===== config.mk =====
export PLATFORM = sky130hd
export DESIGN_NAME = braille_cell_solenoid_sequencer_core
export DESIGN_NICKNAME = d
export VERILOG_FILES = /design/src/hdl/bcss_pkg.sv /design/src/hdl/bcss_div.sv /design/src/hdl/bcss_seq.sv /design/src/hdl/bcss_datapath.sv /design/src/hdl/braille_cell_solenoid_sequencer_core.sv
export SDC_FILE = /design/constraint.sdc
export NUM_CORES = 1
export LEC_CHECK = 0
export ABC_AREA = 1
export BUFFER_PORTS_ARGS = -buffer_cell sky130_fd_sc_hd__buf_2
export CAP_MARGIN = 10
export CORE_UTILIZATION = 54
export DETAILED_ROUTE_END_ITERATION = 8
export PLACE_DENSITY = 0.71
export SYNTH_ARGS = -nofsm -noshare
export SYNTH_HDL_FRONTEND = slang
export SYNTH_SLANG_ARGS = --single-unit

===== constraint.sdc =====
create_clock -name clk -period 7.8 [get_ports clk]
set_input_delay 2.34 -clock clk [delete_from_list [all_inputs] [get_ports clk]]
set_output_delay 2.34 -clock clk [all_outputs]
set_load 0.01 [all_outputs]

===== src/hdl/bcss_pkg.sv =====
`default_nettype none

package bcss_pkg;

  localparam int NUM_DOTS   = 6;
  localparam int TIMER_W    = 24;
  localparam int CNT_W      = $clog2(NUM_DOTS + 1);
  localparam int PERIOD_W   = 16;
  localparam int PPC_W      = 8;
  localparam int THR_W      = 3;
  localparam int CFG_DATA_W = 24;
  localparam int CFG_IDX_W  = 3;
  localparam int PHASE_W    = 3;
  localparam int UADDR_W    = 6;

  localparam logic [NUM_DOTS-1:0] DOT_MASK  = {NUM_DOTS{1'b1}};
  localparam logic [TIMER_W-1:0]  TIMER_MAX = {TIMER_W{1'b1}};

  // configuration register indexes
  localparam logic [CFG_IDX_W-1:0] REG_RETRACT    = 3'd0;
  localparam logic [CFG_IDX_W-1:0] REG_FIRST_POP  = 3'd1;
  localparam logic [CFG_IDX_W-1:0] REG_POP_PER    = 3'd2;
  localparam logic [CFG_IDX_W-1:0] REG_PWM_PERIOD = 3'd3;
  localparam logic [CFG_IDX_W-1:0] REG_PWM_ON     = 3'd4;
  localparam logic [CFG_IDX_W-1:0] REG_HOLD       = 3'd5;
  localparam logic [CFG_IDX_W-1:0] REG_BLANK      = 3'd6;
  localparam logic [CFG_IDX_W-1:0] REG_STAGGER    = 3'd7;

  localparam logic [23:0]         RST_RETRACT    = 24'd100000;
  localparam logic [23:0]         RST_FIRST_POP  = 24'd120000;
  localparam logic [PPC_W-1:0]    RST_POP_PER    = 8'd30;
  localparam logic [PERIOD_W-1:0] RST_PWM_PERIOD = 16'd4000;
  localparam logic [PERIOD_W-1:0] RST_PWM_ON     = 16'd3000;
  localparam logic [23:0]         RST_HOLD       = 24'd2000000;
  localparam logic [23:0]         RST_BLANK      = 24'd2000000;
  localparam logic [THR_W-1:0]    RST_STAGGER    = 3'd3;

  // phase codes as shown on the result channel
  localparam logic [PHASE_W-1:0] PH_IDLE  = 3'd0;
  localparam logic [PHASE_W-1:0] PH_PRE   = 3'd1;
  localparam logic [PHASE_W-1:0] PH_POP   = 3'd2;
  localparam logic [PHASE_W-1:0] PH_HOLD  = 3'd3;
  localparam logic [PHASE_W-1:0] PH_POST  = 3'd4;
  localparam logic [PHASE_W-1:0] PH_BLANK = 3'd5;

  typedef enum logic [3:0] {
    OP_NOP      = 4'd0,
    OP_DRIVE    = 4'd1,
    OP_REJECT   = 4'd2,
    OP_LOAD     = 4'd3,
    OP_SLOT_SET = 4'd4,
    OP_TINC     = 4'd5,
    OP_TCLR     = 4'd6,
    OP_IDLE     = 4'd7,
    OP_TO_BLANK = 4'd8,
    OP_TO_POP   = 4'd9,
    OP_NEXT_POP = 4'd10,
    OP_PPC_INC  = 4'd11,
    OP_HOLD_INC = 4'd12,
    OP_SLOT_ADV = 4'd13,
    OP_TO_POST  = 4'd14,
    OP_PUBLISH  = 4'd15
  } op_t;

  typedef enum logic [2:0] {
    LIM_RETRACT = 3'd0,
    LIM_FIRST   = 3'd1,
    LIM_PERIOD  = 3'd2,
    LIM_SLOT    = 3'd3,
    LIM_BLANK   = 3'd4
  } lim_t;

  typedef enum logic [4:0] {
    C_NEVER      = 5'd0,
    C_ALWAYS     = 5'd1,
    C_OUT_FULL   = 5'd2,
    C_LOAD       = 5'd3,
    C_PH_PRE     = 5'd4,
    C_PH_POP     = 5'd5,
    C_PH_HOLD    = 5'd6,
    C_PH_POST    = 5'd7,
    C_PH_BLANK   = 5'd8,
    C_NSPAN      = 5'd9,
    C_CNT_ZERO   = 5'd10,
    C_BLANK_ZERO = 5'd11,
    C_POP_FIRST  = 5'd12,
    C_PPC_LAST   = 5'd13,
    C_STAGGER    = 5'd14,
    C_SLOT_LAST  = 5'd15,
    C_HOLD_EXIT  = 5'd16,
    C_BUSY       = 5'd17,
    C_DIV_BUSY   = 5'd18
  } cond_t;

  typedef struct packed {
    op_t                op;
    lim_t               lim;
    cond_t              cond;
    logic [UADDR_W-1:0] target;
    logic               fin;
    logic               last;
  } uword_t;

  typedef struct packed {
    op_t  op;
    lim_t lim;
  } ctrl_t;

  typedef struct packed {
    logic load;
    logic ph_pre;
    logic ph_pop;
    logic ph_hold;
    logic ph_post;
    logic ph_blank;
    logic nspan;
    logic cnt_zero;
    logic blank_zero;
    logic pop_first;
    logic ppc_last;
    logic stagger;
    logic slot_last;
    logic hold_exit;
    logic busy;
    logic div_busy;
  } flags_t;

  // microprogram entry points
  localparam logic [UADDR_W-1:0] A_WAIT    = 6'd0;
  localparam logic [UADDR_W-1:0] A_TYPE    = 6'd1;
  localparam logic [UADDR_W-1:0] A_TICK    = 6'd2;
  localparam logic [UADDR_W-1:0] A_DSP_POP = 6'd3;
  localparam logic [UADDR_W-1:0] A_DSP_HLD = 6'd4;
  localparam logic [UADDR_W-1:0] A_DSP_PST = 6'd5;
  localparam logic [UADDR_W-1:0] A_DSP_BLK = 6'd6;
  localparam logic [UADDR_W-1:0] A_SETIDLE = 6'd7;
  localparam logic [UADDR_W-1:0] A_PRE     = 6'd8;
  localparam logic [UADDR_W-1:0] A_PRE_END = 6'd9;
  localparam logic [UADDR_W-1:0] A_PRE_POP = 6'd10;
  localparam logic [UADDR_W-1:0] A_EMPTY   = 6'd11;
  localparam logic [UADDR_W-1:0] A_TOBLANK = 6'd12;
  localparam logic [UADDR_W-1:0] A_BLANK   = 6'd13;
  localparam logic [UADDR_W-1:0] A_BLK_END = 6'd14;
  localparam logic [UADDR_W-1:0] A_POP     = 6'd15;
  localparam logic [UADDR_W-1:0] A_POP_PER = 6'd16;
  localparam logic [UADDR_W-1:0] A_POP_CNT = 6'd17;
  localparam logic [UADDR_W-1:0] A_PPC_INC = 6'd18;
  localparam logic [UADDR_W-1:0] A_POPF    = 6'd19;
  localparam logic [UADDR_W-1:0] A_NEXTPOP = 6'd20;
  localparam logic [UADDR_W-1:0] A_HOLD    = 6'd21;
  localparam logic [UADDR_W-1:0] A_HLD_PER = 6'd22;
  localparam logic [UADDR_W-1:0] A_HLD_CLR = 6'd23;
  localparam logic [UADDR_W-1:0] A_STAG    = 6'd24;
  localparam logic [UADDR_W-1:0] A_SLOTADV = 6'd25;
  localparam logic [UADDR_W-1:0] A_BND     = 6'd26;
  localparam logic [UADDR_W-1:0] A_TOPOST  = 6'd27;
  localparam logic [UADDR_W-1:0] A_POST    = 6'd28;
  localparam logic [UADDR_W-1:0] A_PST_END = 6'd29;
  localparam logic [UADDR_W-1:0] A_INC     = 6'd30;
  localparam logic [UADDR_W-1:0] A_LOAD    = 6'd31;
  localparam logic [UADDR_W-1:0] A_LATCH   = 6'd32;
  localparam logic [UADDR_W-1:0] A_DIVW    = 6'd33;
  localparam logic [UADDR_W-1:0] A_SLOTSET = 6'd34;
  localparam logic [UADDR_W-1:0] A_LDDRV   = 6'd35;
  localparam logic [UADDR_W-1:0] A_REJ     = 6'd36;
  localparam logic [UADDR_W-1:0] A_DONE    = 6'd37;

  function automatic uword_t uw(op_t op, lim_t lim, cond_t cond,
                                logic [UADDR_W-1:0] target, logic fin, logic last);
    uword_t w;
    w.op     = op;
    w.lim    = lim;
    w.cond   = cond;
    w.target = target;
    w.fin    = fin;
    w.last   = last;
    return w;
  endfunction

  // fin: go to the publish step when the jump is not taken
  function automatic uword_t ucode_rom(logic [UADDR_W-1:0] addr);
    uword_t w;
    unique case (addr)
      A_WAIT:    w = uw(OP_NOP,      LIM_RETRACT, C_OUT_FULL,   A_WAIT,    1'b0, 1'b0);
      A_TYPE:    w = uw(OP_NOP,      LIM_RETRACT, C_LOAD,       A_LOAD,    1'b0, 1'b0);
      A_TICK:    w = uw(OP_DRIVE,    LIM_RETRACT, C_PH_PRE,     A_PRE,     1'b0, 1'b0);
      A_DSP_POP: w = uw(OP_NOP,      LIM_RETRACT, C_PH_POP,     A_POP,     1'b0, 1'b0);
      A_DSP_HLD: w = uw(OP_NOP,      LIM_RETRACT, C_PH_HOLD,    A_HOLD,    1'b0, 1'b0);
      A_DSP_PST: w = uw(OP_NOP,      LIM_RETRACT, C_PH_POST,    A_POST,    1'b0, 1'b0);
      A_DSP_BLK: w = uw(OP_NOP,      LIM_RETRACT, C_PH_BLANK,   A_BLANK,   1'b0, 1'b0);
      A_SETIDLE: w = uw(OP_IDLE,     LIM_RETRACT, C_NEVER,      A_WAIT,    1'b1, 1'b0);
      A_PRE:     w = uw(OP_NOP,      LIM_RETRACT, C_NSPAN,      A_INC,     1'b0, 1'b0);
      A_PRE_END: w = uw(OP_TCLR,     LIM_RETRACT, C_CNT_ZERO,   A_EMPTY,   1'b0, 1'b0);
      A_PRE_POP: w = uw(OP_TO_POP,   LIM_RETRACT, C_NEVER,      A_WAIT,    1'b1, 1'b0);
      A_EMPTY:   w = uw(OP_NOP,      LIM_RETRACT, C_BLANK_ZERO, A_SETIDLE, 1'b0, 1'b0);
      A_TOBLANK: w = uw(OP_TO_BLANK, LIM_RETRACT, C_NEVER,      A_WAIT,    1'b1, 1'b0);
      A_BLANK:   w = uw(OP_NOP,      LIM_BLANK,   C_NSPAN,      A_INC,     1'b0, 1'b0);
      A_BLK_END: w = uw(OP_IDLE,     LIM_RETRACT, C_NEVER,      A_WAIT,    1'b1, 1'b0);
      A_POP:     w = uw(OP_NOP,      LIM_RETRACT, C_POP_FIRST,  A_POPF,    1'b0, 1'b0);
      A_POP_PER: w = uw(OP_NOP,      LIM_PERIOD,  C_NSPAN,      A_INC,     1'b0, 1'b0);
      A_POP_CNT: w = uw(OP_NOP,      LIM_RETRACT, C_PPC_LAST,   A_NEXTPOP, 1'b0, 1'b0);
      A_PPC_INC: w = uw(OP_PPC_INC,  LIM_RETRACT, C_NEVER,      A_WAIT,    1'b1, 1'b0);
      A_POPF:    w = uw(OP_NOP,      LIM_FIRST,   C_NSPAN,      A_INC,     1'b0, 1'b0);
      A_NEXTPOP: w = uw(OP_NEXT_POP, LIM_RETRACT, C_NEVER,      A_WAIT,    1'b1, 1'b0);
      A_HOLD:    w = uw(OP_HOLD_INC, LIM_RETRACT, C_STAGGER,    A_STAG,    1'b0, 1'b0);
      A_HLD_PER: w = uw(OP_NOP,      LIM_PERIOD,  C_NSPAN,      A_INC,     1'b0, 1'b0);
      A_HLD_CLR: w = uw(OP_TCLR,     LIM_RETRACT, C_ALWAYS,     A_BND,     1'b0, 1'b0);
      A_STAG:    w = uw(OP_NOP,      LIM_SLOT,    C_NSPAN,      A_INC,     1'b0, 1'b0);
      A_SLOTADV: w = uw(OP_SLOT_ADV, LIM_RETRACT, C_SLOT_LAST,  A_BND,     1'b1, 1'b0);
      A_BND:     w = uw(OP_NOP,      LIM_RETRACT, C_HOLD_EXIT,  A_TOPOST,  1'b1, 1'b0);
      A_TOPOST:  w = uw(OP_TO_POST,  LIM_RETRACT, C_NEVER,      A_WAIT,    1'b1, 1'b0);
      A_POST:    w = uw(OP_NOP,      LIM_RETRACT, C_NSPAN,      A_INC,     1'b0, 1'b0);
      A_PST_END: w = uw(OP_IDLE,     LIM_RETRACT, C_NEVER,      A_WAIT,    1'b1, 1'b0);
      A_INC:     w = uw(OP_TINC,     LIM_RETRACT, C_NEVER,      A_WAIT,    1'b1, 1'b0);
      A_LOAD:    w = uw(OP_NOP,      LIM_RETRACT, C_BUSY,       A_REJ,     1'b0, 1'b0);
      A_LATCH:   w = uw(OP_LOAD,     LIM_RETRACT, C_NEVER,      A_WAIT,    1'b0, 1'b0);
      A_DIVW:    w = uw(OP_NOP,      LIM_RETRACT, C_DIV_BUSY,   A_DIVW,    1'b0, 1'b0);
      A_SLOTSET: w = uw(OP_SLOT_SET, LIM_RETRACT, C_NEVER,      A_WAIT,    1'b0, 1'b0);
      A_LDDRV:   w = uw(OP_DRIVE,    LIM_RETRACT, C_NEVER,      A_WAIT,    1'b1, 1'b0);
      A_REJ:     w = uw(OP_REJECT,   LIM_RETRACT, C_NEVER,      A_WAIT,    1'b1, 1'b0);
      A_DONE:    w = uw(OP_PUBLISH,  LIM_RETRACT, C_NEVER,      A_WAIT,    1'b0, 1'b1);
      default:   w = uw(OP_NOP,      LIM_RETRACT, C_NEVER,      A_WAIT,    1'b1, 1'b0);
    endcase
    return w;
  endfunction

  // mask of the first n set dots of a pattern
  function automatic logic [NUM_DOTS-1:0] first_dots(logic [NUM_DOTS-1:0] pat,
                                                     logic [CNT_W:0] n);
    logic [NUM_DOTS-1:0] m;
    logic [CNT_W:0]      seen;
    m    = '0;
    seen = '0;
    for (int k = 0; k < NUM_DOTS; k++) begin
      if (pat[k] && (seen < n)) begin
        m[k] = 1'b1;
        seen = seen + 1'b1;
      end
    end
    return m;
  endfunction

  function automatic logic [NUM_DOTS-1:0] nth_dot(logic [NUM_DOTS-1:0] pat,
                                                  logic [CNT_W-1:0] n);
    logic [CNT_W:0] nn;
    nn = {1'b0, n};
    return first_dots(pat, nn + 1'b1) & ~first_dots(pat, nn);
  endfunction

endpackage

`default_nettype wire


===== src/hdl/bcss_div.sv =====
`default_nettype none

module bcss_div
  import bcss_pkg::*;
(
  input  wire logic                clk,
  input  wire logic                rst_n,
  input  wire logic                start,
  input  wire logic [PERIOD_W-1:0] dividend,
  input  wire logic [CNT_W-1:0]    divisor,
  output logic                     busy,
  output logic [PERIOD_W-1:0]      quotient
);

  localparam int ITER_W = $clog2(PERIOD_W + 1);

  logic [ITER_W-1:0]   iter_r, iter_nxt;
  logic [CNT_W:0]      rem_r, rem_nxt;
  logic [PERIOD_W-1:0] quo_r, quo_nxt;
  logic [CNT_W-1:0]    dvs_r;
  logic [CNT_W:0]      trial;

  // one restoring step per cycle; the dividend shifts out of quo_r as quotient bits shift in
  always_comb begin
    iter_nxt = iter_r;
    rem_nxt  = rem_r;
    quo_nxt  = quo_r;
    trial    = {rem_r[CNT_W-1:0], quo_r[PERIOD_W-1]};
    if (start) begin
      iter_nxt = ITER_W'(PERIOD_W);
      rem_nxt  = '0;
      quo_nxt  = dividend;
    end else if (iter_r != '0) begin
      iter_nxt = iter_r - 1'b1;
      if (trial >= {1'b0, dvs_r}) begin
        rem_nxt = trial - {1'b0, dvs_r};
        quo_nxt = {quo_r[PERIOD_W-2:0], 1'b1};
      end else begin
        rem_nxt = trial;
        quo_nxt = {quo_r[PERIOD_W-2:0], 1'b0};
      end
    end
  end

  always_ff @(posedge clk) begin
    if (!rst_n) begin
      iter_r <= '0;
    end else begin
      iter_r <= iter_nxt;
    end
  end

  always_ff @(posedge clk) begin
    rem_r <= rem_nxt;
    quo_r <= quo_nxt;
    if (start) begin
      dvs_r <= divisor;
    end
  end

  assign busy     = (iter_r != '0);
  assign quotient = quo_r;

endmodule

`default_nettype wire


===== src/hdl/bcss_seq.sv =====
`default_nettype none

module bcss_seq
  import bcss_pkg::*;
(
  input  wire logic   clk,
  input  wire logic   rst_n,
  input  wire logic   start,
  input  wire logic   out_full,
  input  wire flags_t flags,
  output ctrl_t       ctrl,
  output logic        running
);

  logic               run_r, run_nxt;
  logic [UADDR_W-1:0] upc_r, upc_nxt;
  uword_t             word;
  logic               taken;

  assign word = ucode_rom(upc_r);

  always_comb begin
    unique case (word.cond)
      C_NEVER:      taken = 1'b0;
      C_ALWAYS:     taken = 1'b1;
      C_OUT_FULL:   taken = out_full;
      C_LOAD:       taken = flags.load;
      C_PH_PRE:     taken = flags.ph_pre;
      C_PH_POP:     taken = flags.ph_pop;
      C_PH_HOLD:    taken = flags.ph_hold;
      C_PH_POST:    taken = flags.ph_post;
      C_PH_BLANK:   taken = flags.ph_blank;
      C_NSPAN:      taken = flags.nspan;
      C_CNT_ZERO:   taken = flags.cnt_zero;
      C_BLANK_ZERO: taken = flags.blank_zero;
      C_POP_FIRST:  taken = flags.pop_first;
      C_PPC_LAST:   taken = flags.ppc_last;
      C_STAGGER:    taken = flags.stagger;
      C_SLOT_LAST:  taken = flags.slot_last;
      C_HOLD_EXIT:  taken = flags.hold_exit;
      C_BUSY:       taken = flags.busy;
      C_DIV_BUSY:   taken = flags.div_busy;
      default:      taken = 1'b0;
    endcase
  end

  always_comb begin
    run_nxt = run_r;
    upc_nxt = upc_r;
    if (!run_r) begin
      if (start) begin
        run_nxt = 1'b1;
        upc_nxt = A_WAIT;
      end
    end else if (taken) begin
      upc_nxt = word.target;
    end else if (word.fin) begin
      upc_nxt = A_DONE;
    end else if (word.last) begin
      run_nxt = 1'b0;
      upc_nxt = A_WAIT;
    end else begin
      upc_nxt = upc_r + 1'b1;
    end
  end

  always_ff @(posedge clk) begin
    if (!rst_n) begin
      run_r <= 1'b0;
      upc_r <= A_WAIT;
    end else begin
      run_r <= run_nxt;
      upc_r <= upc_nxt;
    end
  end

  // ops fire only while a request is in progress
  assign ctrl.op  = run_r ? word.op : OP_NOP;
  assign ctrl.lim = word.lim;
  assign running  = run_r;

endmodule

`default_nettype wire


===== src/hdl/bcss_datapath.sv =====
`default_nettype none

module bcss_datapath
  import bcss_pkg::*;
(
  input  wire logic                  clk,
  input  wire logic                  rst_n,
  input  wire logic                  cfg_we,
  input  wire logic [CFG_IDX_W-1:0]  cfg_index,
  input  wire logic [CFG_DATA_W-1:0] cfg_data,
  input  wire logic                  capture,
  input  wire logic                  in_mode,
  input  wire logic [NUM_DOTS-1:0]   in_pattern,
  input  wire logic                  in_abort,
  input  wire ctrl_t                 ctrl,
  output flags_t                     flags,
  output logic [NUM_DOTS-1:0]        drive_hi,
  output logic [NUM_DOTS-1:0]        drive_lo,
  output logic [PHASE_W-1:0]         phase
);

  // configuration
  logic [23:0]         retract_r, first_pop_r, hold_r, blank_r;
  logic [PPC_W-1:0]    pop_per_r;
  logic [PERIOD_W-1:0] period_r, on_r;
  logic [THR_W-1:0]    stagger_r;

  // request holding registers
  logic                mode_r, abort_r;
  logic [NUM_DOTS-1:0] pat_in_r;

  // sequence state
  logic [PHASE_W-1:0]  phase_r, phase_nxt;
  logic [NUM_DOTS-1:0] pat_r, pat_nxt;
  logic [CNT_W-1:0]    cnt_r, cnt_nxt;
  logic [TIMER_W-1:0]  timer_r, timer_nxt;
  logic [TIMER_W-1:0]  hold_el_r, hold_el_nxt;
  logic [CNT_W-1:0]    pop_r, pop_nxt;
  logic [PPC_W-1:0]    ppc_r, ppc_nxt;
  logic [CNT_W-1:0]    slot_r, slot_nxt;
  logic [PERIOD_W-1:0] slot_len_r, slot_len_nxt;

  logic [CNT_W-1:0]    in_cnt;
  logic                div_start, div_busy;
  logic [PERIOD_W-1:0] div_q;
  logic [TIMER_W:0]    tnext, lim_v;
  logic [CNT_W-1:0]    pop_inc;

  always_comb begin
    in_cnt = '0;
    for (int k = 0; k < NUM_DOTS; k++) begin
      in_cnt = in_cnt + CNT_W'(pat_in_r[k]);
    end
  end

  assign div_start = (ctrl.op == OP_LOAD);

  bcss_div u_div (
    .clk      (clk),
    .rst_n    (rst_n),
    .start    (div_start),
    .dividend (period_r),
    .divisor  (in_cnt),
    .busy     (div_busy),
    .quotient (div_q)
  );

  always_ff @(posedge clk) begin
    if (!rst_n) begin
      retract_r   <= RST_RETRACT;
      first_pop_r <= RST_FIRST_POP;
      pop_per_r   <= RST_POP_PER;
      period_r    <= RST_PWM_PERIOD;
      on_r        <= RST_PWM_ON;
      hold_r      <= RST_HOLD;
      blank_r     <= RST_BLANK;
      stagger_r   <= RST_STAGGER;
    end else if (cfg_we) begin
      unique case (cfg_index)
        REG_RETRACT:    retract_r   <= cfg_data[23:0];
        REG_FIRST_POP:  first_pop_r <= cfg_data[23:0];
        REG_POP_PER:    pop_per_r   <= cfg_data[PPC_W-1:0];
        REG_PWM_PERIOD: period_r    <= cfg_data[PERIOD_W-1:0];
        REG_PWM_ON:     on_r        <= cfg_data[PERIOD_W-1:0];
        REG_HOLD:       hold_r      <= cfg_data[23:0];
        REG_BLANK:      blank_r     <= cfg_data[23:0];
        REG_STAGGER:    stagger_r   <= cfg_data[THR_W-1:0];
        default: ;
      endcase
    end
  end

  always_ff @(posedge clk) begin
    if (capture) begin
      mode_r   <= in_mode;
      pat_in_r <= in_pattern;
      abort_r  <= in_abort;
    end
  end

  // span limit for the timer compare, selected by the control word
  always_comb begin
    unique case (ctrl.lim)
      LIM_RETRACT: lim_v = (TIMER_W+1)'(retract_r);
      LIM_FIRST:   lim_v = (TIMER_W+1)'(first_pop_r);
      LIM_PERIOD:  lim_v = (TIMER_W+1)'(period_r);
      LIM_SLOT:    lim_v = (TIMER_W+1)'(slot_len_r);
      LIM_BLANK:   lim_v = (TIMER_W+1)'(blank_r);
      default:     lim_v = (TIMER_W+1)'(retract_r);
    endcase
  end

  assign tnext   = {1'b0, timer_r} + 1'b1;
  assign pop_inc = pop_r + 1'b1;

  always_comb begin
    flags.load       = mode_r;
    flags.ph_pre     = (phase_r == PH_PRE);
    flags.ph_pop     = (phase_r == PH_POP);
    flags.ph_hold    = (phase_r == PH_HOLD);
    flags.ph_post    = (phase_r == PH_POST);
    flags.ph_blank   = (phase_r == PH_BLANK);
    flags.nspan      = !((tnext >= lim_v) || (tnext >= {1'b0, TIMER_MAX}));
    flags.cnt_zero   = (cnt_r == '0);
    flags.blank_zero = (blank_r == '0);
    flags.pop_first  = (pop_r == '0);
    flags.ppc_last   = (({1'b0, ppc_r} + 1'b1) >= {1'b0, pop_per_r});
    flags.stagger    = ({1'b0, cnt_r} > {1'b0, stagger_r});
    flags.slot_last  = (({1'b0, slot_r} + 1'b1) >= {1'b0, cnt_r});
    flags.hold_exit  = abort_r || (hold_el_r >= TIMER_W'(hold_r));
    flags.busy       = (phase_r != PH_IDLE);
    flags.div_busy   = div_busy;
  end

  always_comb begin
    drive_hi = '0;
    drive_lo = '0;
    case (phase_r)
      PH_PRE, PH_POST: drive_lo = DOT_MASK;
      PH_POP: begin
        if (pop_r == '0) begin
          drive_hi = nth_dot(pat_r, '0);
        end else if (timer_r < TIMER_W'(on_r)) begin
          drive_hi = first_dots(pat_r, {1'b0, pop_r} + 1'b1);
        end else begin
          drive_hi = nth_dot(pat_r, pop_r);
        end
      end
      PH_HOLD: begin
        if (flags.stagger) begin
          drive_hi = pat_r & ~nth_dot(pat_r, slot_r);
        end else if (timer_r < TIMER_W'(on_r)) begin
          drive_hi = pat_r;
        end
      end
      default: ;
    endcase
  end

  always_comb begin
    phase_nxt    = phase_r;
    pat_nxt      = pat_r;
    cnt_nxt      = cnt_r;
    timer_nxt    = timer_r;
    hold_el_nxt  = hold_el_r;
    pop_nxt      = pop_r;
    ppc_nxt      = ppc_r;
    slot_nxt     = slot_r;
    slot_len_nxt = slot_len_r;
    case (ctrl.op)
      OP_LOAD: begin
        pat_nxt     = pat_in_r;
        cnt_nxt     = in_cnt;
        phase_nxt   = PH_PRE;
        timer_nxt   = '0;
        hold_el_nxt = '0;
        pop_nxt     = '0;
        ppc_nxt     = '0;
        slot_nxt    = '0;
      end
      OP_SLOT_SET: begin
        slot_len_nxt = ((div_q == '0) || (cnt_r == '0)) ? PERIOD_W'(1) : div_q;
      end
      OP_TINC: timer_nxt = timer_r + 1'b1;
      OP_TCLR: timer_nxt = '0;
      OP_IDLE: begin
        phase_nxt = PH_IDLE;
        timer_nxt = '0;
      end
      OP_TO_BLANK: phase_nxt = PH_BLANK;
      OP_TO_POP: begin
        phase_nxt = PH_POP;
        pop_nxt   = '0;
        ppc_nxt   = '0;
      end
      OP_NEXT_POP: begin
        timer_nxt = '0;
        ppc_nxt   = '0;
        pop_nxt   = pop_inc;
        if (pop_inc >= cnt_r) begin
          phase_nxt   = PH_HOLD;
          hold_el_nxt = '0;
          slot_nxt    = '0;
        end
      end
      OP_PPC_INC: begin
        timer_nxt = '0;
        ppc_nxt   = ppc_r + 1'b1;
      end
      OP_HOLD_INC: begin
        if (hold_el_r < TIMER_MAX) begin
          hold_el_nxt = hold_el_r + 1'b1;
        end
      end
      OP_SLOT_ADV: begin
        timer_nxt = '0;
        slot_nxt  = flags.slot_last ? '0 : slot_r + 1'b1;
      end
      OP_TO_POST: begin
        phase_nxt = PH_POST;
        timer_nxt = '0;
      end
      default: ;
    endcase
  end

  always_ff @(posedge clk) begin
    if (!rst_n) begin
      phase_r    <= PH_IDLE;
      pat_r      <= '0;
      cnt_r      <= '0;
      timer_r    <= '0;
      hold_el_r  <= '0;
      pop_r      <= '0;
      ppc_r      <= '0;
      slot_r     <= '0;
      slot_len_r <= '0;
    end else begin
      phase_r    <= phase_nxt;
      pat_r      <= pat_nxt;
      cnt_r      <= cnt_nxt;
      timer_r    <= timer_nxt;
      hold_el_r  <= hold_el_nxt;
      pop_r      <= pop_nxt;
      ppc_r      <= ppc_nxt;
      slot_r     <= slot_nxt;
      slot_len_r <= slot_len_nxt;
    end
  end

  assign phase = phase_r;

endmodule

`default_nettype wire


===== src/hdl/braille_cell_solenoid_sequencer_core.sv =====
`default_nettype none
// Channel   Handshake            Payload
// in        in_valid / in_stall  in_mode, in_pattern, in_abort_request
// out       out_valid/ out_stall out_high_side_mask, out_low_side_mask, out_busy_res,
//                                out_phase, out_load_rejected
// cfg       cfg_we               cfg_index, cfg_data (write only)
//
// One request at a time, run by a microprogram at one control word per cycle.
// The path from accept to a tick's result is set by the dispatch path length for its phase.
// A load waits on the 16-step serial slot-length divider before its result;
// a rejected load skips the divider.
// Reset is synchronous; the output register holds a result under out_stall while the next
// request is accepted, and the program waits before its drive step until that slot frees.

module braille_cell_solenoid_sequencer_core
  import bcss_pkg::*;
(
  input  wire logic                  clk,
  input  wire logic                  rst_n,
  input  wire logic                  in_valid,
  output logic                       in_stall,
  input  wire logic                  in_mode,
  input  wire logic [NUM_DOTS-1:0]   in_pattern,
  input  wire logic                  in_abort_request,
  output logic                       out_valid,
  input  wire logic                  out_stall,
  output logic [NUM_DOTS-1:0]        out_high_side_mask,
  output logic [NUM_DOTS-1:0]        out_low_side_mask,
  output logic                       out_busy_res,
  output logic [PHASE_W-1:0]         out_phase,
  output logic                       out_load_rejected,
  input  wire logic                  cfg_we,
  input  wire logic [CFG_IDX_W-1:0]  cfg_index,
  input  wire logic [CFG_DATA_W-1:0] cfg_data
);

  logic                running, accept, out_full;
  ctrl_t               ctrl;
  flags_t              flags;
  logic [NUM_DOTS-1:0] drive_hi, drive_lo;
  logic [PHASE_W-1:0]  phase;

  logic                out_valid_r, out_valid_nxt;
  logic [NUM_DOTS-1:0] hi_r, lo_r;
  logic                busy_r, rej_r;
  logic [PHASE_W-1:0]  phase_out_r;

  assign in_stall = running;
  assign accept   = in_valid && !running;
  assign out_full = out_valid_r && out_stall;

  bcss_seq u_seq (
    .clk      (clk),
    .rst_n    (rst_n),
    .start    (accept),
    .out_full (out_full),
    .flags    (flags),
    .ctrl     (ctrl),
    .running  (running)
  );

  bcss_datapath u_dp (
    .clk        (clk),
    .rst_n      (rst_n),
    .cfg_we     (cfg_we),
    .cfg_index  (cfg_index),
    .cfg_data   (cfg_data),
    .capture    (accept),
    .in_mode    (in_mode),
    .in_pattern (in_pattern),
    .in_abort   (in_abort_request),
    .ctrl       (ctrl),
    .flags      (flags),
    .drive_hi   (drive_hi),
    .drive_lo   (drive_lo),
    .phase      (phase)
  );

  assign out_valid_nxt = (ctrl.op == OP_PUBLISH) ? 1'b1 : (out_valid_r && out_stall);

  always_ff @(posedge clk) begin
    if (!rst_n) begin
      out_valid_r <= 1'b0;
    end else begin
      out_valid_r <= out_valid_nxt;
    end
  end

  // a tick's drive is sampled before the state advances, a load's after it; phase after both
  always_ff @(posedge clk) begin
    if ((ctrl.op == OP_DRIVE) || (ctrl.op == OP_REJECT)) begin
      hi_r  <= drive_hi;
      lo_r  <= drive_lo;
      rej_r <= (ctrl.op == OP_REJECT);
    end
    if (ctrl.op == OP_PUBLISH) begin
      phase_out_r <= phase;
      busy_r      <= (phase != PH_IDLE);
    end
  end

  assign out_valid          = out_valid_r;
  assign out_high_side_mask = hi_r;
  assign out_low_side_mask  = lo_r;
  assign out_busy_res       = busy_r;
  assign out_phase          = phase_out_r;
  assign out_load_rejected  = rej_r;

endmodule

`default_nettype wire


## Yosys cells after proc, flatten, opt, wreduce, memory -nomap -nowiden

Memories as Yosys holds them, arrays and structs flattened. A register that Yosys moved wholly into a read port is not among the register bits.
Cells that the tools add are included.

- Register bits: 289
- Memories kept: 1
- Input bits: 40
- Output and inout bits: 19
- ROM bits: 1,280

Memory list:

| name | words | width | read ports | clocked after memory_dff | write ports | RTL line | RTL |
|---|---|---|---|---|---|---|---|
| (no name shown) | 64 | 20 | 1 | 1 | 0 | bcss_pkg.sv:183 | `unique case (addr)` |

- Add/sub/neg operators: 41
- Bitwise gates (word level): 7
- Equality and inequality tests: 51
- $lt $le $gt $ge: 44
- Reduce and logical (&&, ||, !) cells: 73
- Mux-type cells: 239

Operators with widths:

| operator | count |
|---|---|
| 2-to-1 mux 4 bit | 100 |
| 2-to-1 mux 1 bit | 107 |
| adder 4 x 1 -> 4 bit, second input constant | 24 |
| one-hot mux 24 bit (4 select lines) | 1 |
| 2-to-1 mux 6 bit | 12 |
| one-hot mux 24 bit (3 select lines) | 1 |
| less-than comparator 4 bit | 15 |
| adder 24 x 1 -> 24 bit, second input constant | 2 |
| 2-to-1 mux 16 bit | 3 |
| 2-to-1 mux 24 bit | 2 |
| one-hot mux 24 bit (2 select lines) | 1 |
| == test 5 x 4 -> 1 bit, second input constant | 8 |
| less-than comparator 4 x 3 -> 1 bit | 10 |
| logical AND 1 bit | 36 |
| == test 4 bit, second input constant | 8 |
| adder 24 x 1 -> 25 bit, second input constant | 1 |
| >= comparator 25 x 24 -> 1 bit | 1 |
| >= comparator 25 x 24 -> 1 bit, second input constant | 1 |
| >= comparator 24 bit | 1 |
| zero test 24 bit | 1 |
| less-than comparator 24 x 16 -> 1 bit | 1 |
| less-than comparator 24 bit, second input constant | 1 |
| == test 3 bit, second input constant | 7 |
| == test 5 x 3 -> 1 bit, second input constant | 4 |
| 49 further kinds | 107 |

## Logic depth before layout (Yosys ltp)

Gate-level depths: netlist of the first run.

- Word-level depth: 41
- Gate-level depth with buffers: 42
- Mapped depth without buffers: 41

## Cells and area by module

Synthesis of the first run repeated with hierarchy kept, for this count alone.

- Cells, all modules: 2,555
- Area total of the unflattened synthesis: 18,551.5 um^2

By module, submodules not included:

| module | instances | sequential area each (um^2) | area each (um^2) | cells an instance |
|---|---|---|---|---|
| bcss_datapath | 1 | 4,824.6 | 14,392.6 | 2,024 |
| bcss_seq | 1 | 540.5 | 2,263.4 | 358 |
| bcss_div | 1 | 730.7 | 1,271.2 | 138 |
| braille_cell_solenoid_sequencer_core | 1 | 530.5 | 624.3 | 35 |

## Worst setup path after synthesis of the first run

Ideal clock, no wire load.

- Path type: register -> register
- Start point: reg u_dp.pop_r[0]
- End point: reg hi_r[5] (netlist: out_high_side_mask[5]), data pin
- Data arrival time: 4.628 ns
- Stages on the path, launching flop included: 35
- Path slack: 2.920 ns
- Period minus slack after synthesis: 4.880 ns
- Library setup time: 0.252 ns
- Cells stage by stage: dfxtp_1 > clkbuf_1 > inv_1 > ha_1 > a21oi_1 > a21oi_1 > ha_1 > inv_1 > nand2_1 > nand2_1 > nand2_1 > nand2_1 > nand2_1 > o21ai_0 > ha_1 > nand2_1 > nand2_1 > nand2_1 > nand2_1 > nor2_1 > xor2_1 > inv_1 > ha_1 > a211oi_1 > nand2_1 > nor2_1 > a21oi_1 > ha_1 > nand3_1 > nand2_1 > nand2_1 > nand3_1 > nand2_1 > nand2_1 > nand2_1

- Longest elaborated chain between the ends: 41

Ends and longest elaborated chain:

| element | RTL line | RTL |
|---|---|---|
| start, declared | bcss_datapath.sv:38 | `logic [CNT_W-1:0] pop_r, pop_nxt;` |
| start signal, assigned | bcss_datapath.sv:244 | `pop_r <= pop_nxt;` |
| adder 3 x 1 -> 4 bit or less-than comparator 1 x 3 -> 1 bit (tied branches) | bcss_pkg.sv:247, bcss_datapath.sv:144, bcss_pkg.sv:235 |  |
| less-than comparator 1 x 4 -> 1 bit or logical AND 1 bit (tied branches) | bcss_pkg.sv:235 | `if (pat[k] && (seen < n)) begin` |
| logical AND 1 bit or 2-to-1 mux 1 bit (tied branches) | bcss_pkg.sv:235 |  |
| 2-to-1 mux 1 bit or 2-to-1 mux 4 bit (tied branches) | bcss_pkg.sv:235, bcss_datapath.sv:143 |  |
| 2-to-1 mux 4 bit (on tied branches) | bcss_datapath.sv:143, bcss_datapath.sv:141 |  |
| 2-to-1 mux 4 bit (on tied branches) | bcss_datapath.sv:141, bcss_datapath.sv:138 |  |
| 2-to-1 mux 4 bit or less-than comparator 4 x 3 -> 1 bit (tied branches) | bcss_datapath.sv:138, bcss_pkg.sv:235 |  |
| less-than comparator 4 bit or logical AND 1 bit (tied branches) | bcss_pkg.sv:235 |  |
| (+26 left out) | -- |  |
| 2-to-1 mux 1 bit (on tied branches) | bcss_datapath.sv:143, bcss_datapath.sv:141 |  |
| 2-to-1 mux 1 bit (on tied branches) | bcss_datapath.sv:141, bcss_datapath.sv:138 |  |
| 2-to-1 mux 1 bit or NOT 6 bit (tied branches) | bcss_datapath.sv:138, bcss_pkg.sv:247 |  |
| AND 6 bit | bcss_pkg.sv:247 | `return first_dots(pat, nn + 1'b1) & ~first_dots(pat, nn);` |
| 2-to-1 mux 6 bit | bcss_datapath.sv:143 | `end else if (timer_r < TIMER_W'(on_r)) begin` |
| 2-to-1 mux 6 bit (*) | bcss_datapath.sv:141 | `if (pop_r == '0) begin` |
| one-hot mux 6 bit (2 select lines) (*) | bcss_datapath.sv:138 | `case (phase_r)` |
| named net drive_hi[5] | braille_cell_solenoid_sequencer_core.sv:40 | `logic [NUM_DOTS-1:0] drive_hi, drive_lo;` |
| end signal, assigned | braille_cell_solenoid_sequencer_core.sv:92 | `hi_r <= drive_hi;` |
| end, declared | braille_cell_solenoid_sequencer_core.sv:44 | `logic [NUM_DOTS-1:0] hi_r, lo_r;` |

Mark *: on every way through the listed nets, which the timed path passes. The rest lies on a longest branch. The select of a mux whose other input is x is not followed.
A chain may end at the register's enable or synchronous reset.

## Final worst setup path of the first run

- Start point: reg u_seq.word[14] (netlist name)
- End point: reg u_seq.word[15] (netlist name)

- Longest elaborated chain between the ends: 10

Ends and longest elaborated chain:

| element | RTL line | RTL |
|---|---|---|
| == test 3 bit, or another cell as far along | bcss_datapath.sv:103 | `unique case (ctrl.lim)` |
| one-hot mux 24 bit (4 select lines) (*) | bcss_datapath.sv:103 |  |
| >= comparator 25 x 24 -> 1 bit (*) | bcss_datapath.sv:123 | `flags.nspan = !((tnext >= lim_v) \|\| (tnext >= {1'b0, TIMER_MAX}));` |
| logical OR 1 bit (*) | bcss_datapath.sv:123 |  |
| zero test 1 bit (*) | bcss_datapath.sv:123 |  |
| one-hot mux 1 bit (18 select lines) (*) | bcss_seq.sv:23 | `unique case (word.cond)` |
| 2-to-1 mux 6 bit (*) | bcss_seq.sv:55 | `end else if (taken) begin` |
| 2-to-1 mux 6 bit (*) | bcss_seq.sv:50 | `if (!run_r) begin` |
| 2-to-1 mux 6 bit (no source line) (*) (2 in a row) | -- |  |

Mark *: on every way between the ends. The rest lies on a longest branch, timed or not.

==> metrics.md, run 1 <==
| Metric | Value |
|---|---|
| Power per Cell Area | `204.5 mW/mm2` |
| Routed Antenna Nets | `0` |
| Layout Nets | `2,856` |
| Via density | `5.621` |
| Status | `completed` |
| Ys flop type | `dfxtp_1` |
| CP required | `8.13 ns` |
| Crit. Startpoint | `u_seq.word[14]` |
| R2R depth | `24` |
| R2R Path Start | `u_seq.word[14]` |
| First-pass GRT wire length | `84.04 mm` |
| WL per Instance | `17.24 um` |
| Final setup fails | `0` |
| Critical path depth | `24` |
| Main area contributors after synthesis | `dfxtp_1, nand2_1, ha_1, inv_1, edfxtp_1` |
| Synth top cells by count | `nand2_1, inv_1, nor2_1` |
| CP max FO | `30` |
| Layout area overhead | `9.174%` |
| Max-Cap Viols | `0` |
| Worst path slowest cell | `nor4_1` |
| Min Tclk post-route | `6.312 ns` |
| Fin Setup TNS | `0 ns` |
| Count leader, synth | `nand2_1` |
| Port Buffers | `58` |
| Longest Clk Path Bufs | `3` |
| Post-synth EDFFs | `39` |
| GR Overflow Total | `0` |
| Clock Sinks | `304` |
| Delay-heaviest family, CP | `simple AND/OR/NAND/NOR gates` |
| Die Y | `186.2 um` |
| Skew final | `0.01303 ns` |
| Flop pwr share | `0.447` |
| Residual DRC | `0` |
| Critical path capture point type | `flip-flop` |
| Clk slew on worst S/H paths | `0.06 ns` |
| Worst setup SP type | `flip-flop` |
| Internal Power | `2.871 mW` |
| Post-CTS resize count | `0` |
| Peak supply drop | `0.1812 mV` |
| Slew Limit Headroom | `0.1852` |
| GRT Resource Usage Total | `0.3098` |
| Initial antenna violation count | `0` |
| Synth Instances | `2,636` |
| Syn Area/Cell | `6.949 um2` |
| Clk network pwr share | `0.386` |
| Die Width | `186.2 um` |
| Sum of buffers and inverters on the critical path | `3` |
| R2R Path End | `u_seq.word[15]` |
| Initial Util | `0.5476` |
| Asr flop ratio synth | `0` |
| Multi-input logic area | `0.01010 mm2` |
| Hold buffers post-CTS | `0` |
| H-tree Lvls | `2` |
| Yosys warns | `0` |
| Sw frac | `0.2980` |
| Via count | `17,590` |
| Pin count of the biggest net entering global routing | `123` |
| Part of the power in combinational logic | `0.167` |
| Syn Std Cell Area | `0.01832 mm2` |
| Chain of cells forming the critical path | `inv_1, nor2_1, nor3_1, buf_4, inv_1, o21ai_0, o32ai_1, ha_1, a21oi_1, o21ai_0, nand2_1, o211ai_1, a21oi_1, nor2_1, nor2_1, nand2_2, nand3_4, nand2_1, nand3_1, o21ai_0, nand2_1, ha_1, nand3_1, nor4_1` |
| Largest area contributor in the netlist | `dfxtp_1` |
| # fillers | `3,133` |
| Fmax | `0.1584 GHz` |
| CTS Root Cell | `clkbuf_16` |
| Crit-path max cell delay | `0.82 ns` |
| Seq. cell area | `0.006476 mm2` |
| Fin crit share | `0.8093` |
| TritonCTS clock tree | `yes` |
| Worst skew pair latency | `0.52 ns` |
| WL final | `53.93 mm` |
| Kind of critical path | `flip-flop to flip-flop` |
| CP endpoint | `u_seq.word[15]` |
| Number of global-route vias before repair | `15,860` |
| Crit path DAT | `6.64 ns` |
| Hpwl dp | `40.45 mm` |
| I/O pin cnt | `59` |
| Count of final hold-check violations | `0` |
| Leak | `9.056 nW` |
| RSZ-0062 raised after global routing | `no` |
| Pre-Repair DR Iteration Count | `8` |
| Core area | `0.03345 mm2` |
| Net switching power | `1.219 mW` |
| Placer Congestion | `0.9805` |
| Cell variety after synth | `59` |
| Seq/Total Area, Yosys | `0.3536` |
| Worst slew pin tran | `1.191 ns` |
| Slew Viols, Final | `0` |
| Reg2reg setup slack | `1.49 ns` |
| Hold/Removal Path Class | `flip-flop to flip-flop` |
| Num CTS Buffers | `34` |
| Post-CTS Setup Bufs | `0` |
| Layout Utilization | `0.5978` |
| DRT iter0 DRCs | `1,791` |
| Site row count | `67` |
| Share of layout cells above drive strength 1 | `0.06154` |
| Die Area | `0.03466 mm2` |
| Top cell type's share of synthesized area | `0.2896` |
| Ant. Diodes | `0` |
| Number of synthesized register bits | `304` |
power groups by stage:
stage / logic [mW] / registers [mW] / clock network (mW)
6_report: 0.685 / 1.83 / 1.58
5_1_grt: 0.768 / 1.84 / 1.66
4_1_cts: 0.677 / 1.83 / 1.60
3_5_place_dp: 0.672 / 1.86 / 0
3_3_place_gp: 0.664 / 1.86 / 0
2_1_floorplan: 0.486 / 1.83 / 0
worst reg2reg max path, delay by kind of cell, from the launching register on:
| family | cells | cell delay, ns |
|---|---|---|
| fa+ha+maj | 2 | 0.59 |
| compound gates | 7 | 1.14 |
| buf+inv | 3 | 0.92 |
| flops | 1 | 0.52 |
| simple gates | 12 | 2.94 |
sequential cells by signal, indices dropped and copies added (netlist names), 20 cells and up:
register and count:
u_dp.blank_r 24, u_dp.first_pop_r 24, u_dp.hold_el_r 24, u_dp.hold_r 24
u_dp.retract_r 24, u_dp.timer_r 24, u_seq.word 20
cell families after synthesis:
family                     Yosys count  synth area share
muxes                                1         0.0006148
and+or+nand+nor                   1148            0.2633
AOI/OAI and AO/OA                  539            0.1631
DFF                                304            0.3536
xor gates and xnor gates            29           0.01469
adders and majority gates          157            0.1089
other                                2         0.0004100
buffers and inverters              456           0.09543
stage by stage:
step                      hold slack (ns)  worst slack [ns]  instances  power (mW)  cell area [um2]
after global placement             0.4387             1.566       3071       2.522            18910
final                              0.4589             1.488       3129       4.090            20000
after floorplan                    0.4289             2.920       2638       2.315            18320
after global routing               0.4797             1.003       3129       4.270            20000
after detailed placement           0.4424             1.502       3071       2.532            18910
after CTS                          0.4589             1.469       3129       4.103            20000
cell usage in the layout (no fill, tap or decap), types with 33 or more instances in the layout:
cell,Yosys,layout
ha_1,153,153
nand4_1,33,33
a21oi_1,204,204
o211ai_1,39,39
nand2_1,593,593
clkbuf_16,0,36
nand3_1,151,151
nor3_1,33,33
nor2_1,280,280
edfxtp_1,39,39
o21ai_0,216,216
buf_2,5,57
dfxtp_1,265,265
inv_1,362,362
routing by layer:
metal	global-route usage	part of all wire	vias up
met5	0	0	-
met4	0.09607	0.030	0
met3	0.03641	0.063	98
met2	0.4882	0.44	626
met1	0.4415	0.47	8145
li1	-	-	8718
worst min-delay path by stage:
| stage | cells after the start | to | slack [ns] | from |
|---|---|---|---|---|
| CTS | 2 | u_dp.retract_r[5] | 0.46 | u_dp.retract_r[5] |
| global placement | 2 | u_dp.retract_r[5] | 0.44 | u_dp.retract_r[5] |
| floorplan | 2 | u_dp.first_pop_r[14] | 0.43 | u_dp.first_pop_r[14] |
| detailed placement | 0 | out_phase[2] | 0.44 | u_dp.phase[2] |
| global route | 2 | u_dp.first_pop_r[7] | 0.48 | u_dp.first_pop_r[7] |
| finish | 0 | out_phase[2] | 0.46 | u_dp.phase[2] |
area by class of cell:
class                           count  share of cell area
Timing Repair Buffer               70             0.01915
Clock inverter                      9            0.004755
Tap cell                          448             0.02803
Multi-Input combinational cell   1878              0.5051
Clock buffer                       49             0.04949
Sequential cell                   304              0.3239
Inverter                          371             0.06964
No activity file was read; power rests on OpenSTA's default activity.
==> run 2, diff against run 1 <==
PLACE_DENSITY = 0.74   (was 0.71)
clock period = 5.4 ns   (was 7.8 ns; I/O delays follow)
==> metrics.md, run 2 (synthesis results as in run 1) <==
| Metric | Value |
|---|---|
| Status | `completed` |
| Core area | `0.03345 mm2` |
| WL per Instance | `16.93 um` |
| CTS Root Cell | `clkbuf_16` |
| Share of layout cells above drive strength 1 | `0.07905` |
| Worst path slowest cell | `mux2_2` |
| Power Total | `5.946 mW` |
| Longest Clk Path Bufs | `3` |
| Min Tclk post-route | `5.027 ns` |
| Crit-path max cell delay | `0.38 ns` |
| R2R depth | `33` |
| Worst setup SP type | `flip-flop` |
| RSZ-0062 raised after global routing | `yes` |
| Worst slew pin tran | `1.051 ns` |
| Layout Nets | `2,879` |
| Worst skew pair latency | `0.52 ns` |
| R2R Path End | `out_high_side_mask[5]` |
| Layout area overhead | `10.94%` |
| Leak | `9.198 nW` |
| Die Y | `186.2 um` |
| Non-filler cells, final | `3,157` |
| Most frequent cells in the layout | `nand2_1, inv_1, nor2_1` |
| Hold Crit Endpoint | `u_dp.first_pop_r[7]` |
| Critical path depth | `33` |
| Number of global-route vias before repair | `16,110` |
| Slew Limit Headroom | `0.2985` |
| Slew Viols, Final | `0` |
| Commonest non-fill, non-tap cell in the layout | `nand2_1` |
| Count of final hold-check violations | `0` |
| Peak supply drop | `0.2730 mV` |
| DRT iter0 DRCs | `1,612` |
| GRT Resource Usage Total | `0.3095` |
| Routed Antenna Nets | `0` |
| Worst Hold Depth | `2` |
| Clock Sinks | `304` |
| Top sig layer | `met4` |
| Layout Utilization | `0.6075` |
| Hpwl dp | `40.06 mm` |
| Hold/Removal Path Class | `flip-flop to flip-flop` |
| Fmax | `0.1989 GHz` |
| Max-Cap Viols | `0` |
| Delay-heaviest family, CP | `simple AND/OR/NAND/NOR gates` |
| Kind of critical path | `flip-flop to flip-flop` |
| Crit path DAT | `5.31 ns` |
| Pre-Repair DR Iteration Count | `6` |
| Skew final | `0.02048 ns` |
| Initial Util | `0.5476` |
| Routed wl met3 | `4.342 mm` |
| CP max FO | `6` |
| Sum of buffers and inverters on the critical path | `4` |
| GR Overflow Total | `0` |
| First-pass GRT wire length | `84.46 mm` |
| Cell mode on critical path | `nand2_1` |
| TritonCTS clock tree | `yes` |
| R2R Path Start | `u_dp.slot_r[0]` |
| Fin Setup TNS | `0 ns` |
| Critical path capture point type | `flip-flop` |
| Die Area | `0.03466 mm2` |
| Die Width | `186.2 um` |
| Placed cell count | `3,090` |
| Hold WS | `0.4604 ns` |
| Initial antenna violation count | `2` |
| Via density | `5.611` |
| Clk slew on worst S/H paths | `0.06 ns` |
| Power per Cell Area | `292.6 mW/mm2` |
| Reg2reg setup slack | `0.37 ns` |
| WL final | `53.46 mm` |
| Site row count | `67` |
| H-tree Lvls | `2` |
| Num CTS Buffers | `34` |
| Final setup fails | `0` |
| Fin crit share | `0.9309` |
| Residual DRC | `0` |
| Met2 wire length | `22.96 mm` |
| Via count | `17,720` |
| I/O pin cnt | `59` |
| Placer Congestion | `0.9892` |
| CP required | `5.68 ns` |
| WL met1 | `24.15 mm` |
| Hold path startpoint | `u_dp.first_pop_r[7]` |
| Pin count of the biggest net entering global routing | `96` |
| Port Buffers | `58` |
## run 2: changes by cell type in the layout (fill, tap and decap cells not counted), moves of 4 or more
| cell | before | now |
|---|---|---|
| dfxtp_1 | 265 | 260 |
| o21ai_2 | 1 | 5 |
| buf_4 | 13 | 36 |
| dfxtp_2 | 0 | 5 |
| o21ai_0 | 216 | 211 |
## run 2: layout make-up
type	count	area, um2
clock buffer	52	1042
tap	448	560.5
multi-input combinational	1878	10220
fill	3049	13130
sequential	304	6482
clock inverter	9	66.31
timing repair buffer	93	555.5
inverter	371	1393
antenna	2	5.005
## run 2: timing repair
action,in CTS,in global routing
pin swaps,0,6
setup endpoints to repair,1,2
resized for setup,2,34
hold endpoints to repair,0,0
hold buffers,0,0
setup buffers,0,4
## run 2: where the power goes
part           switching, mW  internal, mW  total (mW)
Sequential             0.124          2.52        2.64
Clock                  0.932          1.38        2.31
Combinational          0.687         0.310       0.997
## run 2: worst register-to-register path, delay by kind of cell, from the launching register on
family | cells | cell delay [ns]
buffers and inverters | 4 | 0.44
muxes | 1 | 0.38
AOI/OAI and AO/OA | 4 | 0.66
DFF | 1 | 0.35
adders and majority gates | 5 | 1.22
and+or+nand+nor | 18 | 1.60
xor gates and xnor gates | 1 | 0.12
## run 2: metal layers
metal | global-route usage | vias to the layer above
met3 | 0.04439 | 120
met5 | 0 | -
met4 | 0.1220 | 0
met2 | 0.4807 | 745
met1 | 0.4323 | 8090
li1 | - | 8760
## run 2: worst max-delay path by stage
| stage | from | endpoint |
|---|---|---|
| after floorplan | u_dp.pop_r[0] | out_high_side_mask[5] |
| after global placement | u_dp.pop_r[0] | out_high_side_mask[5] |
| after detailed placement | u_dp.pop_r[0] | out_high_side_mask[5] |
| after CTS | u_dp.slot_r[0] | out_high_side_mask[5] |
| after global routing | u_dp.slot_r[0] | out_high_side_mask[5] |
| final | u_dp.slot_r[0] | out_high_side_mask[5] |
## run 2: through the flow
stage | cell area [um2] | setup WS [ns]
after global routing | 20320 | -0.03476
after CTS | 20160 | 0.05111
after global placement | 19050 | 0.07262
final | 20320 | 0.3730
after detailed placement | 19050 | -0.03948
after floorplan | 18320 | 0.5198
==> run 3, diff against run 2 <==
ABC_AREA = not set   (was 1)
==> metrics.md, run 3 <==
| Metric | Value |
|---|---|
| RSZ-0062 raised after global routing | `yes` |
| Asr flop ratio synth | `0` |
| Hold buffers post-CTS | `0` |
| Die Y | `187.5 um` |
| Top cell type's share of synthesized area | `0.2855` |
| Count of final hold-check violations | `0` |
| Sum of buffers and inverters on the critical path | `2` |
| Hold Crit Endpoint | `u_dp.retract_r[2]` |
| Syn Std Cell Area | `0.01858 mm2` |
| Slew Limit Headroom | `0.1779` |
| Synth top cells by count | `nand2_1, dfxtp_1, a21oi_1` |
| Count leader, synth | `nand2_1` |
| Status | `finished with violations` |
| Initial antenna violation count | `1` |
| # fillers | `2,840` |
| Ant. Diodes | `0` |
| Hold WS | `0.4545 ns` |
| Power per Cell Area | `255.6 mW/mm2` |
| Slew Viols, Final | `0` |
| Die Area | `0.03515 mm2` |
| Clk slew on worst S/H paths | `0.05 ns` |
| Skew final | `0.03594 ns` |
| Delay-heaviest family, CP | `compound AO/OA/AOI/OAI gates` |
| Leak | `9.445 nW` |
| Final setup fails | `1` |
| First-pass GRT wire length | `92.74 mm` |
| Critical path capture point type | `flip-flop` |
| Layout area overhead | `21.40%` |
| Placer Congestion | `0.9424` |
| Cell variety after synth | `87` |
| Yosys warns | `0` |
| Power Total | `5.764 mW` |
| CP required | `5.79 ns` |
| Via count | `18,590` |
| Largest area contributor in the netlist | `dfxtp_1` |
| Failing checks | `setup timing` |
| Hold/Removal Path Class | `flip-flop to flip-flop` |
| Worst path slowest cell | `dfxtp_4` |
| TritonCTS clock tree | `yes` |
| Max-Cap Viols | `0` |
| Reg2reg setup slack | `-0.09 ns` |
| H-tree Lvls | `2` |
| Main area contributors after synthesis | `dfxtp_1, ha_1, nand2_1, edfxtp_1, a21oi_1` |
| Die Width | `187.5 um` |
| Kind of critical path | `flip-flop to flip-flop` |
| Fin crit share | `1.017` |
| Synth Instances | `2,365` |
| Pre-Repair DR Iteration Count | `6` |
| Worst setup SP type | `flip-flop` |
| PnR worst setup slack | `-0.09379 ns` |
| WL per Instance | `19.20 um` |
| Routed Antenna Nets | `0` |
| Port Buffers | `58` |
| Worst slew pin tran | `1.233 ns` |
| Min Tclk post-route | `5.494 ns` |
| Syn Area/Cell | `7.856 um2` |
| Number of synthesized register bits | `304` |
| Peak supply drop | `0.2285 mV` |
| Worst skew pair latency | `0.56 ns` |
| Worst Hold Depth | `2` |
| DRT iter0 DRCs | `1,856` |
| Layout Nets | `2,774` |
| GR Overflow Total | `0` |
| Hpwl dp | `42.25 mm` |
| Longest Clk Path Bufs | `3` |
| Crit-path max cell delay | `0.38 ns` |
| Seq/Total Area, Yosys | `0.3486` |
| WL final | `58.60 mm` |
| R2R Path End | `out_high_side_mask[5]` |
| Ys flop type | `dfxtp_1` |
| GRT Resource Usage Total | `0.3255` |
| Initial Util | `0.5513` |
| Most frequent cells in the layout | `nand2_1, dfxtp_1, buf_4` |
| Number of global-route vias before repair | `17,530` |
| Hold path startpoint | `u_dp.retract_r[2]` |
| Post-synth EDFFs | `39` |
| Num CTS Buffers | `36` |
| Site row count | `67` |
| Core area | `0.03370 mm2` |
| CP max FO | `5` |
| Fmax | `0.1820 GHz` |
| CTS Root Cell | `clkbuf_16` |
| Residual DRC | `0` |
| Commonest non-fill, non-tap cell in the layout | `nand2_1` |
| Via density | `6.090` |
| I/O pin cnt | `59` |
| Share of layout cells above drive strength 1 | `0.1928` |
| Crit path DAT | `5.88 ns` |
| R2R Path Start | `u_dp.pop_r[1]` |
| Pin count of the biggest net entering global routing | `106` |
| R2R depth | `27` |
| Clock Sinks | `304` |
==> run 3: changes by cell type after synthesis, sizes merged, moves of 23 or more <==
cell	previous run	this run
a21o	1	25
xnor2	7	40
o21ai	226	91
o22ai	6	29
inv	369	122
nand2	608	432
a22oi	1	49
clkbuf	71	111
nor2	293	189
and3	1	28
nand2b	0	30
nand3	153	101
==> run 3: routing by layer <==
metal | vias to the layer above | global-route usage | part of all wire
met3 | 162 | 0.05666 | 0.088
met4 | 2 | 0.1157 | 0.038
met5 | - | 0 | 0.00022
met1 | 8785 | 0.4341 | 0.42
met2 | 863 | 0.5287 | 0.46
li1 | 8774 | - | -
==> run 3: tightest hold or removal path, delay by kind of cell (launching register included) <==
kind | cells | cell delay [ns]
AND/OR/NAND/NOR | 1 | 0.05
flip-flops | 1 | 0.31
AO/OA/AOI/OAI | 1 | 0.05
==> run 3: where the power goes <==
part / internal [mW] / switching [mW] / total, mW
sequential: 2.48 / 0.129 / 2.61
clock: 1.43 / 1.01 / 2.44
combinational: 0.271 / 0.450 / 0.721
total: 4.18 / 1.59 / 5.76
==> run 3: through the flow <==
step                instance area [um2]    util  setup slack, ns  setup TNS [ns]  std cells
finish                            22560  0.6693         -0.09379        -0.09379       3052
global route                      22560  0.6693          -0.2999         -0.3443       3052
CTS                               22200  0.6588        0.0001936               0       3040
detailed placement                20740  0.6155          -0.3361         -0.3361       2962
global placement                  20740  0.6155         -0.09763        -0.09763       2962
floorplan                         18730       -         0.001002               0       2367
==> run 3: worst max path at each step <==
stage                              start               endpoint  cells past startpoint  slack, ns
final                      u_dp.pop_r[1]  out_high_side_mask[5]                     27      -0.09
after CTS                 u_seq.word[15]          u_seq.word[1]                     28     0.0002
after global placement     u_dp.pop_r[1]  out_high_side_mask[5]                     26       -0.1
after floorplan           u_dp.slot_r[0]  out_high_side_mask[5]                     31      0.001
after global routing       u_dp.pop_r[1]  out_high_side_mask[5]                     28      -0.30
after detailed placement   u_dp.pop_r[1]  out_high_side_mask[5]                     26      -0.34
==> run 3: logic make-up after synthesis <==
family | count (synthesis) | synth area share
mux | 32 | 0.01838
xor+xnor | 73 | 0.03441
simple gates | 971 | 0.2393
flops | 304 | 0.3486
buf+inv | 260 | 0.05583
other cells | 2 | 0.0004042
fa+ha+maj | 157 | 0.1073
compound gates | 566 | 0.1957
==> run 3: layout make-up <==
cell class | instances | area (um2) | share of cell area
flip-flops and latches | 304 | 6494 | 0.2879
inverters | 124 | 470.5 | 0.02086
well taps | 448 | 560.5 | 0.02485
clock buffers | 50 | 1016 | 0.04504
clock inverters | 15 | 172.7 | 0.007655
multi-input cells | 1803 | 11630 | 0.5158
repair buffers | 308 | 2207 | 0.09785
==> run 3: what timing repair did <==
| item | in CTS | in global routing |
|---|---|---|
| cloned | 0 | 0 |
| pin swaps | 28 | 39 |
| setup buffers | 14 | 11 |
| resized for setup | 39 | 61 |
| setup endpoints to repair | 3 | 20 |
| endpoints found under the hold margin | 0 | 0 |
